### src/hdl/assert_macros.svh
// assertion macros shared by the rtl files
// they expect clk_i and rst_ni in the scope of use
`ifndef ASSERT_MACROS_SVH
`define ASSERT_MACROS_SVH

`ifndef SYNTHESIS

// property checked at every clock edge outside reset
`define SWMC_ASSERT(lbl, prop) \
  lbl: assert property (@(posedge clk_i) disable iff (!rst_ni) (prop)) \
    else $error("swmc: invariant violated");

// condition on one edge implies a condition on the next edge
`define SWMC_ASSERT_NEXT(lbl, pre, post) \
  lbl: assert property (@(posedge clk_i) disable iff (!rst_ni) (pre) |=> (post)) \
    else $error("swmc: sequence check failed");

`else

`define SWMC_ASSERT(lbl, prop)
`define SWMC_ASSERT_NEXT(lbl, pre, post)

`endif

`endif

### src/hdl/swmc_pkg.sv
package swmc_pkg;

  // payload widths
  localparam int unsigned CharW     = 8;
  localparam int unsigned MatchW    = 16;
  localparam int unsigned CountW    = 16;
  localparam int unsigned DigitW    = 3;
  localparam int unsigned NumDigits = 3;
  localparam int unsigned CodeW     = DigitW * NumDigits;
  localparam int unsigned DwW       = $clog2(NumDigits + 1);

  // queue between front and back
  localparam int unsigned FifoDepth = 4;
  localparam int unsigned FifoAw    = $clog2(FifoDepth);

  // word kinds
  localparam logic KindKey  = 1'b0;
  localparam logic KindText = 1'b1;

  // delimiters
  localparam logic [CharW-1:0] ChDot   = 8'h2E;
  localparam logic [CharW-1:0] ChComma = 8'h2C;
  localparam logic [CharW-1:0] ChSpace = 8'h20;

  // classified word as it travels through the queue
  typedef struct packed {
    logic              kind;
    logic [CharW-1:0]  ch;
    logic [DigitW-1:0] digit;
    logic              delim;
    logic              last;
  } swmc_entry_t;

  // phonetic digit of one byte
  function automatic logic [DigitW-1:0] letter_digit(input logic [CharW-1:0] c);
    logic [DigitW-1:0] d;
    unique case (c) inside
      "b", "f", "p", "v":                     d = 3'd1;
      "c", "g", "j", "k", "q", "s", "x", "z": d = 3'd2;
      "d", "t":                               d = 3'd3;
      "l":                                    d = 3'd4;
      "m", "n":                               d = 3'd5;
      "r":                                    d = 3'd6;
      default:                                d = 3'd0;
    endcase
    return d;
  endfunction

endpackage

### src/hdl/swmc_if.sv
// input channel: one character word
interface swmc_in_if import swmc_pkg::*; ();
  logic             valid;
  logic             ready;
  logic             kind;
  logic [CharW-1:0] ch;
  logic             last;

  modport source (output valid, kind, ch, last, input ready);
  modport sink   (input valid, kind, ch, last, output ready);
endinterface

// output channel: match count word
interface swmc_out_if import swmc_pkg::*; ();
  logic              valid;
  logic              ready;
  logic [MatchW-1:0] match_count;

  modport source (output valid, match_count, input ready);
  modport sink   (input valid, match_count, output ready);
endinterface

### src/hdl/soundex_word_match_counter.sv
// channel   dir  payload                 handshake
// in_i      in   kind, ch[7:0], last     valid / ready
// out_o     out  match_count[15:0]       valid / ready
//
// one character word a cycle is taken and processed, sustained while the queue has room and the back is not stalled
// the front classifies each byte in the same cycle and writes it to a four-entry queue
// the back updates the key or word code and the match count one entry a cycle unless it stalls
// the count appears in the output register the cycle after the final sentence byte leaves the queue
// reset clears the key, the count and the queue; the back stalls only on a
// sentence end while the output register is still held, and the queue absorbs up to three more bytes
module soundex_word_match_counter import swmc_pkg::*; (
  input logic        clk_i,
  input logic        rst_ni,
  swmc_in_if.sink    in_i,
  swmc_out_if.source out_o
);

  logic        push_valid, push_ready;
  logic        pop_valid, pop_ready;
  swmc_entry_t push_entry, pop_entry;

  // byte classification
  swmc_front u_front (
    .in_i         (in_i),
    .push_valid_o (push_valid),
    .push_entry_o (push_entry),
    .push_ready_i (push_ready)
  );

  // decoupling queue
  swmc_fifo u_fifo (
    .clk_i        (clk_i),
    .rst_ni       (rst_ni),
    .push_valid_i (push_valid),
    .push_entry_i (push_entry),
    .push_ready_o (push_ready),
    .pop_valid_o  (pop_valid),
    .pop_entry_o  (pop_entry),
    .pop_ready_i  (pop_ready)
  );

  // code building and counting
  swmc_back u_back (
    .clk_i       (clk_i),
    .rst_ni      (rst_ni),
    .pop_valid_i (pop_valid),
    .pop_entry_i (pop_entry),
    .pop_ready_o (pop_ready),
    .out_o       (out_o)
  );

endmodule

### src/hdl/swmc_front.sv
module swmc_front import swmc_pkg::*; (
  swmc_in_if.sink     in_i,
  output logic        push_valid_o,
  output swmc_entry_t push_entry_o,
  input  logic        push_ready_i
);

  // classify the byte: delimiter flag and phonetic digit
  always_comb begin
    push_entry_o.kind  = in_i.kind;
    push_entry_o.ch    = in_i.ch;
    push_entry_o.digit = letter_digit(in_i.ch);
    push_entry_o.delim = (in_i.ch == ChDot) || (in_i.ch == ChComma) || (in_i.ch == ChSpace);
    push_entry_o.last  = in_i.last;
  end

  // handshake straight into the queue
  assign push_valid_o = in_i.valid;
  assign in_i.ready   = push_ready_i;

endmodule

### src/hdl/swmc_fifo.sv
`include "assert_macros.svh"

module swmc_fifo import swmc_pkg::*; (
  input  logic        clk_i,
  input  logic        rst_ni,
  input  logic        push_valid_i,
  input  swmc_entry_t push_entry_i,
  output logic        push_ready_o,
  output logic        pop_valid_o,
  output swmc_entry_t pop_entry_o,
  input  logic        pop_ready_i
);

  localparam logic [FifoAw:0] CntFull = (FifoAw + 1)'(FifoDepth);

  swmc_entry_t       mem_q [FifoDepth];
  logic [FifoAw-1:0] wr_ptr_q, rd_ptr_q;
  logic [FifoAw:0]   count_q, count_d;
  logic              push, pop;

  assign push_ready_o = (count_q != CntFull);
  assign pop_valid_o  = (count_q != '0);
  assign push         = push_valid_i && push_ready_o;
  assign pop          = pop_valid_o && pop_ready_i;
  assign pop_entry_o  = mem_q[rd_ptr_q];

  // fill level
  always_comb begin
    count_d = count_q;
    if (push && !pop) begin
      count_d = count_q + 1'b1;
    end else if (pop && !push) begin
      count_d = count_q - 1'b1;
    end
  end

  // pointers and fill count
  always_ff @(posedge clk_i or negedge rst_ni) begin
    if (!rst_ni) begin
      wr_ptr_q <= '0;
      rd_ptr_q <= '0;
      count_q  <= '0;
    end else begin
      if (push) begin
        wr_ptr_q <= wr_ptr_q + 1'b1;
      end
      if (pop) begin
        rd_ptr_q <= rd_ptr_q + 1'b1;
      end
      count_q <= count_d;
    end
  end

  // storage
  always_ff @(posedge clk_i) begin
    if (push) begin
      mem_q[wr_ptr_q] <= push_entry_i;
    end
  end

  `SWMC_ASSERT(a_fifo_bound, count_q <= CntFull)
  `SWMC_ASSERT_NEXT(a_fifo_fill, push && !pop, count_q == $past(count_q) + 1'b1)
  `SWMC_ASSERT_NEXT(a_fifo_drain, pop && !push, count_q == $past(count_q) - 1'b1)

endmodule

### src/hdl/swmc_back.sv
`include "assert_macros.svh"

module swmc_back import swmc_pkg::*; (
  input  logic        clk_i,
  input  logic        rst_ni,
  input  logic        pop_valid_i,
  input  swmc_entry_t pop_entry_i,
  output logic        pop_ready_o,
  swmc_out_if.source  out_o
);

  typedef struct packed {
    logic [CodeW-1:0]  digits;
    logic [DwW-1:0]    dw;
    logic [DigitW-1:0] prev;
  } code_t;

  localparam logic [CountW-1:0] CntMax = {CountW{1'b1}};

  // add one non-initial digit to a code being built
  function automatic code_t code_step(input code_t cur, input logic [DigitW-1:0] dig);
    code_t nxt;
    nxt = cur;
    if ((cur.dw != DwW'(NumDigits)) && (dig != cur.prev)) begin
      if (dig != '0) begin
        nxt.digits[DigitW*cur.dw +: DigitW] = dig;
        nxt.dw = cur.dw + 1'b1;
      end
      nxt.prev = dig;
    end
    return nxt;
  endfunction

  logic [CharW-1:0]  key_init_q, key_init_d;
  logic [CodeW-1:0]  key_dig_q, key_dig_d;
  logic [CharW-1:0]  word_init_q, word_init_d;
  logic [CodeW-1:0]  word_dig_q, word_dig_d;
  logic [DwW-1:0]    dw_q, dw_d;
  logic [DigitW-1:0] prev_q, prev_d;
  logic              inside_q, inside_d;
  logic              key_open_q, key_open_d;
  logic [CountW-1:0] cnt_q, cnt_d;
  logic              out_valid_q, out_valid_d;
  logic [MatchW-1:0] out_count_q, out_count_d;

  logic              is_result, pop, close_word, inside_mid;
  logic [CountW-1:0] cnt_mid;
  code_t             step;

  // result words wait only when the output register is still full
  assign is_result   = (pop_entry_i.kind == KindText) && pop_entry_i.last;
  assign pop_ready_o = !is_result || !out_valid_q || out_o.ready;
  assign pop         = pop_valid_i && pop_ready_o;

  // code building and word comparison
  always_comb begin
    key_init_d  = key_init_q;
    key_dig_d   = key_dig_q;
    word_init_d = word_init_q;
    word_dig_d  = word_dig_q;
    dw_d        = dw_q;
    prev_d      = prev_q;
    inside_d    = inside_q;
    key_open_d  = key_open_q;
    cnt_d       = cnt_q;
    out_valid_d = out_valid_q && !out_o.ready;
    out_count_d = out_count_q;
    inside_mid  = inside_q;
    cnt_mid     = cnt_q;
    close_word  = 1'b0;
    step        = '0;

    if (pop) begin
      if (pop_entry_i.kind == KindKey) begin
        if (!key_open_q) begin
          // new key: restart code and count
          key_init_d = pop_entry_i.ch;
          key_dig_d  = '0;
          dw_d       = '0;
          prev_d     = '0;
          key_open_d = 1'b1;
          inside_d   = 1'b0;
          cnt_d      = '0;
        end else begin
          step      = code_step('{key_dig_q, dw_q, prev_q}, pop_entry_i.digit);
          key_dig_d = step.digits;
          dw_d      = step.dw;
          prev_d    = step.prev;
        end
        if (pop_entry_i.last) begin
          key_open_d = 1'b0;
        end
      end else begin
        key_open_d = 1'b0;
        // open or extend the current word
        if (!pop_entry_i.delim) begin
          if (!inside_q) begin
            word_init_d = pop_entry_i.ch;
            word_dig_d  = '0;
            dw_d        = '0;
            prev_d      = '0;
            inside_mid  = 1'b1;
          end else begin
            step       = code_step('{word_dig_q, dw_q, prev_q}, pop_entry_i.digit);
            word_dig_d = step.digits;
            dw_d       = step.dw;
            prev_d     = step.prev;
          end
        end
        // close on delimiter or sentence end and compare with the key
        close_word = pop_entry_i.delim || pop_entry_i.last;
        if (close_word && inside_mid && (word_init_d == key_init_q) &&
            (word_dig_d == key_dig_q) && (cnt_q != CntMax)) begin
          cnt_mid = cnt_q + 1'b1;
        end
        inside_d = inside_mid && !close_word;
        if (pop_entry_i.last) begin
          out_valid_d = 1'b1;
          out_count_d = MatchW'(cnt_mid);
          cnt_d       = '0;
        end else begin
          cnt_d = cnt_mid;
        end
      end
    end
  end

  // state and output register
  always_ff @(posedge clk_i or negedge rst_ni) begin
    if (!rst_ni) begin
      key_init_q  <= '0;
      key_dig_q   <= '0;
      word_init_q <= '0;
      word_dig_q  <= '0;
      dw_q        <= '0;
      prev_q      <= '0;
      inside_q    <= 1'b0;
      key_open_q  <= 1'b0;
      cnt_q       <= '0;
      out_valid_q <= 1'b0;
    end else begin
      key_init_q  <= key_init_d;
      key_dig_q   <= key_dig_d;
      word_init_q <= word_init_d;
      word_dig_q  <= word_dig_d;
      dw_q        <= dw_d;
      prev_q      <= prev_d;
      inside_q    <= inside_d;
      key_open_q  <= key_open_d;
      cnt_q       <= cnt_d;
      out_valid_q <= out_valid_d;
    end
  end

  // result payload
  always_ff @(posedge clk_i) begin
    out_count_q <= out_count_d;
  end

  assign out_o.valid       = out_valid_q;
  assign out_o.match_count = out_count_q;

  `SWMC_ASSERT(a_key_word_excl, !(key_open_q && inside_q))
  `SWMC_ASSERT_NEXT(a_result_loaded, pop && is_result, out_valid_q)
  `SWMC_ASSERT_NEXT(a_count_cleared, pop && is_result, cnt_q == '0)

endmodule

### src/flat_wrapper.sv
// flat-port wrapper written by rule: the top's interface ports become plain ports
module soundex_word_match_counter_flat import swmc_pkg::*;
  (clk_i, rst_ni, in_i_valid, in_i_kind, in_i_ch, in_i_last, in_i_ready, out_o_valid, out_o_match_count, out_o_ready);
  swmc_in_if in_i_i ();
  swmc_out_if out_o_i ();
  input logic clk_i;
  input logic rst_ni;
  input wire logic [$bits(in_i_i.valid)-1:0] in_i_valid;
  input wire logic [$bits(in_i_i.kind)-1:0] in_i_kind;
  input wire logic [$bits(in_i_i.ch)-1:0] in_i_ch;
  input wire logic [$bits(in_i_i.last)-1:0] in_i_last;
  output wire logic [$bits(in_i_i.ready)-1:0] in_i_ready;
  output wire logic [$bits(out_o_i.valid)-1:0] out_o_valid;
  output wire logic [$bits(out_o_i.match_count)-1:0] out_o_match_count;
  input wire logic [$bits(out_o_i.ready)-1:0] out_o_ready;
  assign in_i_i.valid = in_i_valid;
  assign in_i_i.kind = in_i_kind;
  assign in_i_i.ch = in_i_ch;
  assign in_i_i.last = in_i_last;
  assign in_i_ready = in_i_i.ready;
  assign out_o_valid = out_o_i.valid;
  assign out_o_match_count = out_o_i.match_count;
  assign out_o_i.ready = out_o_ready;
  soundex_word_match_counter u_core (.clk_i(clk_i), .rst_ni(rst_ni), .in_i(in_i_i), .out_o(out_o_i));
endmodule
### config.mk
export PLATFORM = sky130hd
export DESIGN_NAME = soundex_word_match_counter_flat
export DESIGN_NICKNAME = d
export VERILOG_FILES = /design/src/hdl/swmc_pkg.sv /design/src/hdl/swmc_if.sv /design/src/hdl/soundex_word_match_counter.sv /design/src/hdl/swmc_front.sv /design/src/hdl/swmc_fifo.sv /design/src/hdl/swmc_back.sv /design/src/flat_wrapper.sv
export VERILOG_INCLUDE_DIRS = /design/src /design/src/hdl
export SDC_FILE = /design/constraint.sdc
export NUM_CORES = 1
export LEC_CHECK = 0
export ABC_AREA = 1
export BUFFER_PORTS_ARGS = -buffer_cell sky130_fd_sc_hd__buf_2
export CAP_MARGIN = 20
export CORE_ASPECT_RATIO = 1.5
export CORE_UTILIZATION = 67
export DETAILED_ROUTE_END_ITERATION = 7
export GPL_TIMING_DRIVEN = 0
export PLACE_DENSITY = 0.86
export REMOVE_ABC_BUFFERS = 1
export SLEW_MARGIN = 5
export SYNTH_ARGS = -nofsm -noshare
export SYNTH_HDL_FRONTEND = slang
export SYNTH_SLANG_ARGS = --single-unit
### constraint.sdc
create_clock -name clk_i -period 9.08 [get_ports clk_i]
set_clock_uncertainty 0.05 [all_clocks]
set_input_delay 0.908 -clock clk_i [delete_from_list [all_inputs] [get_ports clk_i]]
set_output_delay 0.908 -clock clk_i [all_outputs]
set_load 0.01 [all_outputs]
==> results_tabular.tex <==
\begin{tabular}{lr}
\hline
Metric & Value \\
\hline
\multicolumn{2}{l}{\textbf{STA}} \\
RSZ-0062 raised after global routing & no \\
Max-slew headroom & 36.0\% \\
Final number of max-transition violations & 0 \\
Sum Neg Setup Slack & 0 ns \\
\# setup viols final & 0 \\
Transition time at the pin with the least slew margin & 0.959 ns \\
Final critical delay including setup and external delays & slightly above 4 ns \\
Max Freq & about 250 MHz \\
Final critical-path share of the clock period & 44.6\% \\
Final Hold Violating Endpoints & 0 \\
\multicolumn{2}{l}{\textbf{Routing}} \\
Number of remaining DRC errors & 0 \\
Vias after detailed routing & about 6,400 \\
Average wire per standard cell & 16.0 um \\
Post-route antenna net violation count & 0 \\
Drt first pass iters & 6 \\
Routed wire length & 17.3 mm \\
First DRT Iteration DRCs & around 570 \\
Vias per cell & 5.88 \\
\multicolumn{2}{l}{\textbf{Logic synthesis}} \\
Synthesized instance count & slightly below 900 \\
Average cell area after synthesis & $\sim$8.4 um\^{}2 \\
Top-count cell post-synth & sky130\_fd\_sc\_hd\_\_nand2\_1 \\
Share of synthesized area occupied by flip-flops and latches & between 50 and 60\% \\
Number of enable flip-flop cells after synthesis & 72 \\
Total of flip-flops plus latches after synthesis & around 140 \\
Yosys Warn Count & 0 \\
Most area-consuming cells after synthesis & sky130\_fd\_sc\_hd\_\_edfxtp\_1 (29\%), sky130\_fd\_sc\_hd\_\_dfrtp\_1 (22\%), sky130\_fd\_sc\_hd\_\_nand2\_1 (14\%) \\
Top cells by count, synth & sky130\_fd\_sc\_hd\_\_nand2\_1 (282), sky130\_fd\_sc\_hd\_\_inv\_1 (109), sky130\_fd\_sc\_hd\_\_nand3\_1 (81) \\
Cell type contributing the most total cell area after synthesis & sky130\_fd\_sc\_hd\_\_edfxtp\_1 \\
Number of library cell types mapped by synthesis & between 40 and 50 \\
Async set-reset flop share out of synthesis & 47.4\% \\
Share of Yosys cell area claimed by the top area cell type & 29.1\% \\
Most used flip-flop cell after synthesis & sky130\_fd\_sc\_hd\_\_edfxtp\_1 \\
Area of the mapped netlist & between 7000 and 8000 um\^{}2 \\
\multicolumn{2}{l}{\textbf{Placed design}} \\
Number of buffer cells added on primary ports & 31 \\
Routability cong. & between 0.9 and 1 \\
Half-perimeter wire length after detailed placement & approximately 12 mm \\
\multicolumn{2}{l}{\textbf{Final layout}} \\
Final nets & 950 \\
Area growth from synthesis to layout & 12.2\% \\
Fraction of layout cells with a size suffix above 1 & 11.5\% \\
Count of antenna diodes in the layout & 0 \\
Final cell utilization of the core & 77.9\% \\
\multicolumn{2}{l}{\textbf{Die}} \\
Core Rows & 46 \\
DIE WIDTH & 88.0 um \\
Number of I/O pins & 32 \\
Height of the die & 131 um \\
Starting density of the core & 69.4\% \\
Floorplan die area & approximately 12,000 um\^{}2 \\
Core area & 10,700 um\^{}2 \\
\multicolumn{2}{l}{\textbf{Global routing}} \\
Initial antenna violation count & 0 \\
Total Routing Usage GR & 32.4\% \\
Global route total overflow & 0 \\
Largest net degree at the start of global routing & 66 \\
First-pass GRT wire length & about 28 mm \\
Number of global-route vias before repair & 6,224 \\
\multicolumn{2}{l}{\textbf{Pwr}} \\
Switching Power & 1.41 mW \\
Internal Pwr Total & 1.77 mW \\
Proportion of total power due to net switching & 44.4\% \\
Combinational share of power & $\sim$46\% \\
Leak Pwr & around 3.9 nW \\
Cell Pwr Density & between 300 and 400 nW/um\^{}2 \\
Part of the power in the clock network & about a quarter \\
Worst-case vdd ir drop & $\sim$270 uV \\
Power share of the sequential group & 29.9\% \\
\multicolumn{2}{l}{\textbf{Worst setup path}} \\
Worst reg2reg path endpoint & u\_core.u\_back.out\_o.match\_count[6] \\
Kind of capture point of the worst setup path & flop \\
Required time of the critical path & about 9.1 ns \\
Depth of the worst register-to-register path & 11 \\
Data arrival time of the worst path & 4.11 ns \\
CP startpoint & u\_core.u\_fifo.rd\_ptr\_q[0] \\
Launching element type of the critical path & flop \\
Path type of the worst setup path & reg2reg \\
End point of the critical path & u\_core.u\_back.out\_o.match\_count[6] \\
Critical path fanouts, max & 32 \\
Launch instance of the worst register-to-register path & u\_core.u\_fifo.rd\_ptr\_q[0] \\
Reg2Reg Setup Slack & 5.03 ns \\
\multicolumn{2}{l}{\textbf{Worst hold path}} \\
Worst min-delay path category & reg2reg \\
Startpoint of the most critical hold path & u\_core.u\_back.word\_init\_q[1] \\
\multicolumn{2}{l}{\textbf{Clock tree}} \\
Clock tree buffer depth & 2 \\
CTS tree & done \\
Number of clock buffers inserted by TritonCTS & 17 \\
Setup fix buffers added after clock tree synthesis & 0 \\
Skew-Pair Late Insertion Delay & 0.42 ns \\
CTS sink count & $\sim$140 \\
Clock edge transition at the registers on the reported setup and hold paths & approximately 0.06 ns \\
Total of cells resized after clock tree synthesis & 0 \\
Maximum level of the CTS H-tree & 4 \\
Clock root cell & sky130\_fd\_sc\_hd\_\_clkbuf\_16 \\
Number of buffers inserted for hold repair after clock tree synthesis & 0 \\
\multicolumn{2}{l}{\textbf{Run status}} \\
Result of the run & complete, no violations \\
\multicolumn{2}{l}{\textbf{Job}} \\
Max capacitance violation total & 0 \\
\hline
\end{tabular}
[worst max-delay path: stages, from the launching register on]
cell	delay (ns)
sky130_fd_sc_hd__dfrtp_1	0.72
sky130_fd_sc_hd__inv_6	0.18
sky130_fd_sc_hd__nand2_1	0.11
sky130_fd_sc_hd__nand3_1	0.07
sky130_fd_sc_hd__nand2_1	0.33
sky130_fd_sc_hd__inv_1	0.10
sky130_fd_sc_hd__a31oi_2	0.25
sky130_fd_sc_hd__inv_1	0.21
sky130_fd_sc_hd__nor2_2	0.35
sky130_fd_sc_hd__inv_1	0.53
sky130_fd_sc_hd__nor2_1	0.53
sky130_fd_sc_hd__buf_4	0.30
[worst min-delay path by stage]
stage,endpoint,depth (start not counted)
final,u_core.u_back.word_init_q[1],2
after global routing,u_core.u_back.word_dig_q[3],2
after CTS,u_core.u_back.word_init_q[6],2
after floorplan,u_core.u_back.word_init_q[0],2
after global placement,u_core.u_back.word_init_q[0],2
after detailed placement,u_core.u_back.word_init_q[6],2
[per-stage QoR]
stage	power, mW	instances	area [um^2]	worst slack, ns	hold WS [ns]
2_1_floorplan	1.98	868	7280	5.62	0.392
3_3_place_gp	2.29	1043	7620	4.40	0.414
3_5_place_dp	2.37	1048	7660	4.68	0.429
4_1_cts	3.15	1080	8310	4.63	0.443
5_1_grt	3.40	1081	8330	4.81	0.458
6_report	3.18	1081	8330	5.03	0.444
[cell families after synthesis]
logic type      synth area share [%]
simple gates                    32.2
flops                           51.0
buf+inv                         7.75
compound gates                  5.73
fa+ha+maj                       2.12
xor+xnor                        1.06
mux                            0.152
[flip-flops by register name (all words and copies together) (netlist names), 3 cells and up]
signal and count:
u_core.u_fifo.mem_q 56, u_core.u_back.prev_q 3, u_core.u_back.out_o.match_count 16, u_core.u_back.word_init_q 8
u_core.u_back.cnt_q 16, u_core.u_back.key_dig_q 9, u_core.u_fifo.count_q 3, u_core.u_back.word_dig_q 9
u_core.u_back.key_init_q 8
[metal layers]
metal	track usage [%]	part of all wire (%)	routed length, um
met1	33.6	36	6190
met2	59.0	55	9460
met3	6.03	4.9	844
met4	20.5	4.8	831
met5	0	0	0
[final cells by class]
type | instances | area, um^2
clock inverter | 15 | 223
inverter | 113 | 432
tap | 144 | 180
sequential | 137 | 3790
timing repair buffer | 37 | 223
multi-input combinational | 618 | 3060
clock buffer | 17 | 425
fill | 690 | 2370
[power groups by stage]
stage | Clock [mW] | Combinational (mW) | Sequential, mW
CTS | 0.763 | 1.42 | 0.961
global route | 0.793 | 1.64 | 0.969
global placement | 0 | 1.34 | 0.959
floorplan | 0 | 1.03 | 0.959
finish | 0.759 | 1.47 | 0.951
detailed placement | 0 | 1.41 | 0.968
[layout by cell type (no fill, tap or decap), drive strengths merged, types with 17 or more instances in the layout]
cell type  Yosys  final
buf           14     37
nand4         35     35
nand2        298    298
nor2          69     69
clkbuf         6     17
inv          112    115
edfxtp        72     72
nand3         91     91
o21ai         42     42
dfrtp         65     65
Note: power is estimated with default switching activity, not from simulation.
